<file path="config.mk">
export PLATFORM = sky130hd
export DESIGN_NAME = osbf_sqdiv
export DESIGN_NICKNAME = d
export VERILOG_FILES = /design/src/rtl/core/osbf_pkg.sv /design/src/rtl/core/osbf_sqdiv.sv
export SDC_FILE = /design/constraint.sdc
export NUM_CORES = 1
export LEC_CHECK = 0
export ABC_AREA = 1
export CORE_MARGIN = 2
export CORE_UTILIZATION = 55
export DETAILED_ROUTE_END_ITERATION = 12
export DONT_BUFFER_PORTS = 1
export PLACE_DENSITY_LB_ADDON = 0.1
export SLEW_MARGIN = 25
export SYNTH_ARGS = -nofsm -noshare
export SYNTH_HDL_FRONTEND = slang
export SYNTH_SLANG_ARGS = --single-unit
</file>
<file path="constraint.sdc">
create_clock -name clock -period 11.5 [get_ports clock]
set_input_delay 0.575 -clock clock [delete_from_list [all_inputs] [get_ports clock]]
set_output_delay 0.575 -clock clock [all_outputs]
set_load 0.05 [all_outputs]
</file>
<file path="src/rtl/core/osbf_pkg.sv">
// Shared types and constants for the orthographic shadow bounds fit block.
`default_nettype none
package osbf_pkg;

   localparam int DATA_W     = 32;
   localparam int ADDR_W     = 4;
   localparam int OUT_W      = 31;
   localparam int TOL_W      = 16;
   localparam int TOL_SHIFT  = 16;
   localparam int FRAC_BITS  = 16;
   localparam int UNIT_SHIFT = 30;
   localparam int ROOT_W     = 32;
   localparam int RAD_W      = 64;
   localparam int MUL_W      = 32;
   localparam int CMP_W      = OUT_W + TOL_SHIFT + 1;

   localparam logic [OUT_W-1:0] MIN_NEAR_RESET   = 31'd3277;
   localparam logic [OUT_W-1:0] MIN_RADIUS_RESET = 31'd66;
   localparam logic [TOL_W-1:0] TOL_RESET        = 16'd7;
   localparam logic [OUT_W-1:0] UNIT_ONE         = OUT_W'(1) << FRAC_BITS;

   typedef enum logic [1:0] {
      REG_MIN_NEAR   = 2'd0,
      REG_MIN_RADIUS = 2'd1,
      REG_CHANGE_TOL = 2'd2
   } reg_index_type;

   typedef enum logic [1:0] {
      STATUS_OK        = 2'd0,
      STATUS_EMPTY     = 2'd1,
      STATUS_ON_TARGET = 2'd2
   } status_type;

   typedef enum logic [3:0] {
      ST_IDLE,
      ST_PREP,
      ST_NORM,
      ST_SQ_MUL,
      ST_SQ_ACC,
      ST_ROOT,
      ST_DIV_GO,
      ST_DIV,
      ST_MU_LO,
      ST_MU_HI,
      ST_MU_FIN,
      ST_NEAR,
      ST_FAR,
      ST_TOL_MUL,
      ST_TOL_CMP,
      ST_DONE
   } state_type;

   typedef enum logic [2:0] {
      PH_RADIUS,
      PH_DIR,
      PH_ALONG,
      PH_AM,
      PH_ACROSS
   } phase_type;

   typedef struct packed {
      logic start;
      logic is_div;
   } sq_cmd_type;

endpackage
`default_nettype wire

</file>
<file path="src/rtl/core/osbf_sqdiv.sv">
// Shared iterative unit: 64-bit floor square root or 61-by-32 bit divide, one bit a cycle.
`default_nettype none
module osbf_sqdiv (
   input  logic                          clock,
   input  logic                          reset,
   input  osbf_pkg::sq_cmd_type          cmd,
   input  logic [osbf_pkg::RAD_W-1:0]    operand,
   input  logic [osbf_pkg::ROOT_W-1:0]   divisor,
   output logic                          done,
   output logic [osbf_pkg::ROOT_W-1:0]   result
);
   import osbf_pkg::*;

   localparam int REM_W = ROOT_W + 3;
   localparam int CNT_W = $clog2(ROOT_W + 1);

   logic               busy_ff, busy_in;
   logic               done_ff, done_in;
   logic               div_ff, div_in;
   logic [CNT_W-1:0]   cnt_ff, cnt_in;
   logic [RAD_W-1:0]   data_ff, data_in;
   logic [REM_W-1:0]   rem_ff, rem_in;
   logic [ROOT_W-1:0]  res_ff, res_in;
   logic [ROOT_W-1:0]  dvs_ff, dvs_in;

   logic [REM_W-1:0]   x_val;
   logic [REM_W-1:0]   y_val;
   logic [REM_W-1:0]   d_val;
   logic               ge;

   // Square root brings down two radicand bits per step, division one.
   assign x_val = div_ff ? {rem_ff[REM_W-2:0], data_ff[RAD_W-1]}
                         : {rem_ff[REM_W-3:0], data_ff[RAD_W-1:RAD_W-2]};
   assign y_val = div_ff ? REM_W'(dvs_ff) : {1'b0, res_ff, 2'b01};
   assign ge    = x_val >= y_val;
   assign d_val = x_val - y_val;

   always_comb begin
      busy_in = busy_ff;
      done_in = 1'b0;
      div_in  = div_ff;
      cnt_in  = cnt_ff;
      data_in = data_ff;
      rem_in  = rem_ff;
      res_in  = res_ff;
      dvs_in  = dvs_ff;
      if (busy_ff) begin
         rem_in  = ge ? d_val : x_val;
         res_in  = {res_ff[ROOT_W-2:0], ge};
         data_in = div_ff ? (data_ff << 1) : (data_ff << 2);
         cnt_in  = cnt_ff - 1'b1;
         if (cnt_ff == CNT_W'(1)) begin
            busy_in = 1'b0;
            done_in = 1'b1;
         end
      end else if (cmd.start) begin
         busy_in = 1'b1;
         div_in  = cmd.is_div;
         dvs_in  = divisor;
         res_in  = '0;
         if (cmd.is_div) begin
            // The quotient fits 31 bits, so the top part starts below the divisor.
            rem_in  = REM_W'(operand >> (ROOT_W - 1));
            data_in = operand << (RAD_W - ROOT_W + 1);
            cnt_in  = CNT_W'(ROOT_W - 1);
         end else begin
            rem_in  = '0;
            data_in = operand;
            cnt_in  = CNT_W'(ROOT_W);
         end
      end
   end

   always_ff @(posedge clock) begin
      if (reset) begin
         busy_ff <= 1'b0;
         done_ff <= 1'b0;
      end else begin
         busy_ff <= busy_in;
         done_ff <= done_in;
      end
   end

   always_ff @(posedge clock) begin
      div_ff  <= div_in;
      cnt_ff  <= cnt_in;
      data_ff <= data_in;
      rem_ff  <= rem_in;
      res_ff  <= res_in;
      dvs_ff  <= dvs_in;
   end

   assign done   = done_ff;
   assign result = res_ff;

endmodule
`default_nettype wire

</file>
==> metrics.txt <==
antenna viol nets, final 0; Sequential cell area 5120 um2; Net count, final 1588; detailed-route DRC error count 0; cts hold-fix bufs 0; Synthesized Nets 1623; Area Growth Syn to Fin 6.24%; family with the most delay on the worst path simple AND/OR/NAND/NOR gates; CTS max path bufs 2; # setup viols final 0; RR Startpoint div_ff; largest net degree at the start of global routing 100; Worst path max stage delay 0.81 ns; post-synth top area share 44.3%; CP endpoint kind flop; CTS tree yes; mapped cell area 11500 um2; total of max-cap violations 0; Worst Path Required 11.69 ns; DIE WIDTH 148 um; Row Count 52; Reg2Reg Setup Slack 6.93 ns; Post-CTS Setup Inserts 0; GPL Wtd Cong 0.961; crit path from div_ff; TNS Setup 0 ns; critical-path cell list buf_4 > buf_4 > o21ai_0 > inv_1 > ha_1 > nand2_1 > nor2_2 > nand2_1 > nor2_1 > nand3_1 > nand2_2 > nor2_8 > nand2_8 > nand2_1 > nand2_1 > nand2_1 > nand2_1; Max FO, Critical Path 72; fill count 1914; Clk pin slew, worst setup/hold paths 0.08 ns; Chip Height 148 um; # diodes 0; port bufs 0; io pins 133; RSZ-0062 raised after global routing false; Synth Warn # 0; Final Hold Vio Count 0; clock root cell clkbuf_16; Slew Limit Fails 0; # clock sinks 171; global route overflow 0; critical path class flop to flop; post-CTS resize count 0; area leader, netlist edfxtp_1; ranking of synthesized cells by area edfxtp_1, nand2_1, o21ai_0; clock latency at the later pin of the worst-skew pair 0.44 ns; DP Worst Slack 6.98 ns; Setup WS post-layout 6.93 ns; Max Clock Freq 0.219 GHz; Commonest cells post-synth nand2_1, inv_1, edfxtp_1; DP HPWL 22.2 mm; Startpoint Class flop; CP Capture Point rem_ff[28]; worst path arrival time 4.76 ns; cells on worst reg2reg path 17; Routed WL 30.9 mm; most frequent CP cell nand2_1; Post-synth EDFFs 169; Tightest Hold Check Type input pin to flop; Pre-antenna DRT Iters 5; maximum ir drop on the vdd rail 111 uV; ys async rst share 0%; Final Skew 0.0186 ns; Static Leak 5.79 nW; Hold Worst Slack 0.191 ns; crit path time final 4.57 ns; status complete, no violations; highest-delay cell along the critical path buf_4; core area 20400 um2; cts bufs inserted 17; total number of H-tree levels 4; die area 22000 um2; Top FF cell, synth edfxtp_1; layout cells sized above 1 6.56%; GRT Resource Usage Total 28.4%; area of the multi-input gates 5250 um2; final cycle utilization of the critical path 39.7%; vias in the first global route 9029; worst hold path startpoint reset; vias per cell 5.51; Starting DRT DRC Count 871; Slew headroom 34.7%; most common cell in the synthesized netlist nand2_1; pwr dens 172 nW/um2; starting density of the core 56.2%; Unique masters post-synth 40; CP Buf/Inv Count 3; Yosys reg bits 171; global-route wire length before repair 48.5 mm; total power 2.09 mW; worst-margin pin slew 0.979 ns; register area share after synthesis 44.7%; number of cells on the critical path 17; Gate Count Post-Synth 1486; antenna violations before repair 0; WL/cell 17.8 um; Via Count 9556; capturing point of the worst reg2reg path rem_ff[28]; syn avg cell area 7.71 um2
==> sequential cells by signal, indices dropped and copies added (netlist names) <==
| register | flops |
|---|---|
| div_ff | 1 |
| busy_ff | 1 |
| dvs_ff | 32 |
| data_ff | 64 |
| result | 32 |
| done | 1 |
| rem_ff | 34 |
| cnt_ff | 6 |
==> where the power goes <==
group / switching [mW] / internal (mW)
sequential: 0.0752 / 0.779
clock: 0.285 / 0.290
combinational: 0.443 / 0.216
==> how the worst min path moves through the flow <==
stage | to | slack, ns | cells after the start
global route | done | 0.18 | 1
floorplan | done | 0.53 | 3
detailed placement | done | 0.58 | 3
CTS | done | 0.18 | 1
global placement | done | 0.57 | 3
finish | done | 0.19 | 1
==> worst register-to-register path, stage by stage, from the launching register on <==
cell      delay (ns)
edfxtp_1        0.36
buf_4           0.51
buf_4           0.82
o21ai_0         0.40
inv_1           0.20
ha_1            0.32
nand2_1         0.18
nor2_2          0.09
nand2_1         0.10
nor2_1          0.05
nand3_1         0.09
nand2_2         0.09
nor2_8          0.45
nand2_8         0.27
nand2_1         0.21
nand2_1         0.07
nand2_1         0.07
nand2_1         0.04
==> cell usage in the layout, fill, tap and decap left out, types with 5 or more instances in the layout <==
cell / n
nand2_1: 450
inv_1: 212
edfxtp_1: 169
o21ai_0: 161
nor2_1: 108
nand3_1: 93
ha_1: 36
mux2i_1: 31
a22oi_1: 31
or2_2: 29
a21oi_1: 23
clkbuf_16: 17
xnor2_1: 15
nand4_1: 10
nor2_2: 7
buf_4: 7
nand3b_1: 5
inv_8: 5
==> cell type report <==
| cell class | count | share of cell area, % |
|---|---|---|
| clock buffer | 18 | 3.53 |
| clock inverter | 14 | 1.20 |
| inverter | 218 | 6.72 |
| multi-input combinational | 1035 | 43.1 |
| sequential | 171 | 42.1 |
| tap | 270 | 2.78 |
| timing repair buffer | 8 | 0.596 |
==> metrics by stage <==
| step | instance area (um2) | util, % | std cells |
|---|---|---|---|
| after floorplan | 11500 | - | 1486 |
| after global routing | 12200 | 59.8 | 1734 |
| final | 12200 | 59.8 | 1734 |
| after CTS | 12200 | 59.8 | 1734 |
| after global placement | 11600 | 56.8 | 1701 |
| after detailed placement | 11600 | 56.9 | 1702 |
==> metal layers <==
metal,track usage [%],vias to the layer above,share of wire [%]
met1,39.4,4418,44
met4,8.24,0,2.3
li1,-,4778,-
met2,46.0,317,47
met3,5.31,43,6.6
met5,0,-,0
==> kinds of logic (layout without fill, tap and decap cells) <==
family	after synthesis	after routing	share of synthesized area, %
AO/OA/AOI/OAI	223	223	10.6
AND/OR/NAND/NOR	727	727	26.8
adder cells (fa/ha/maj)	37	37	4.11
multiplexers	31	31	2.71
XOR/XNOR	17	17	1.30
flip-flops	171	171	44.7
buffers and inverters	280	258	9.81
Note: power is estimated with default switching activity, not from simulation.
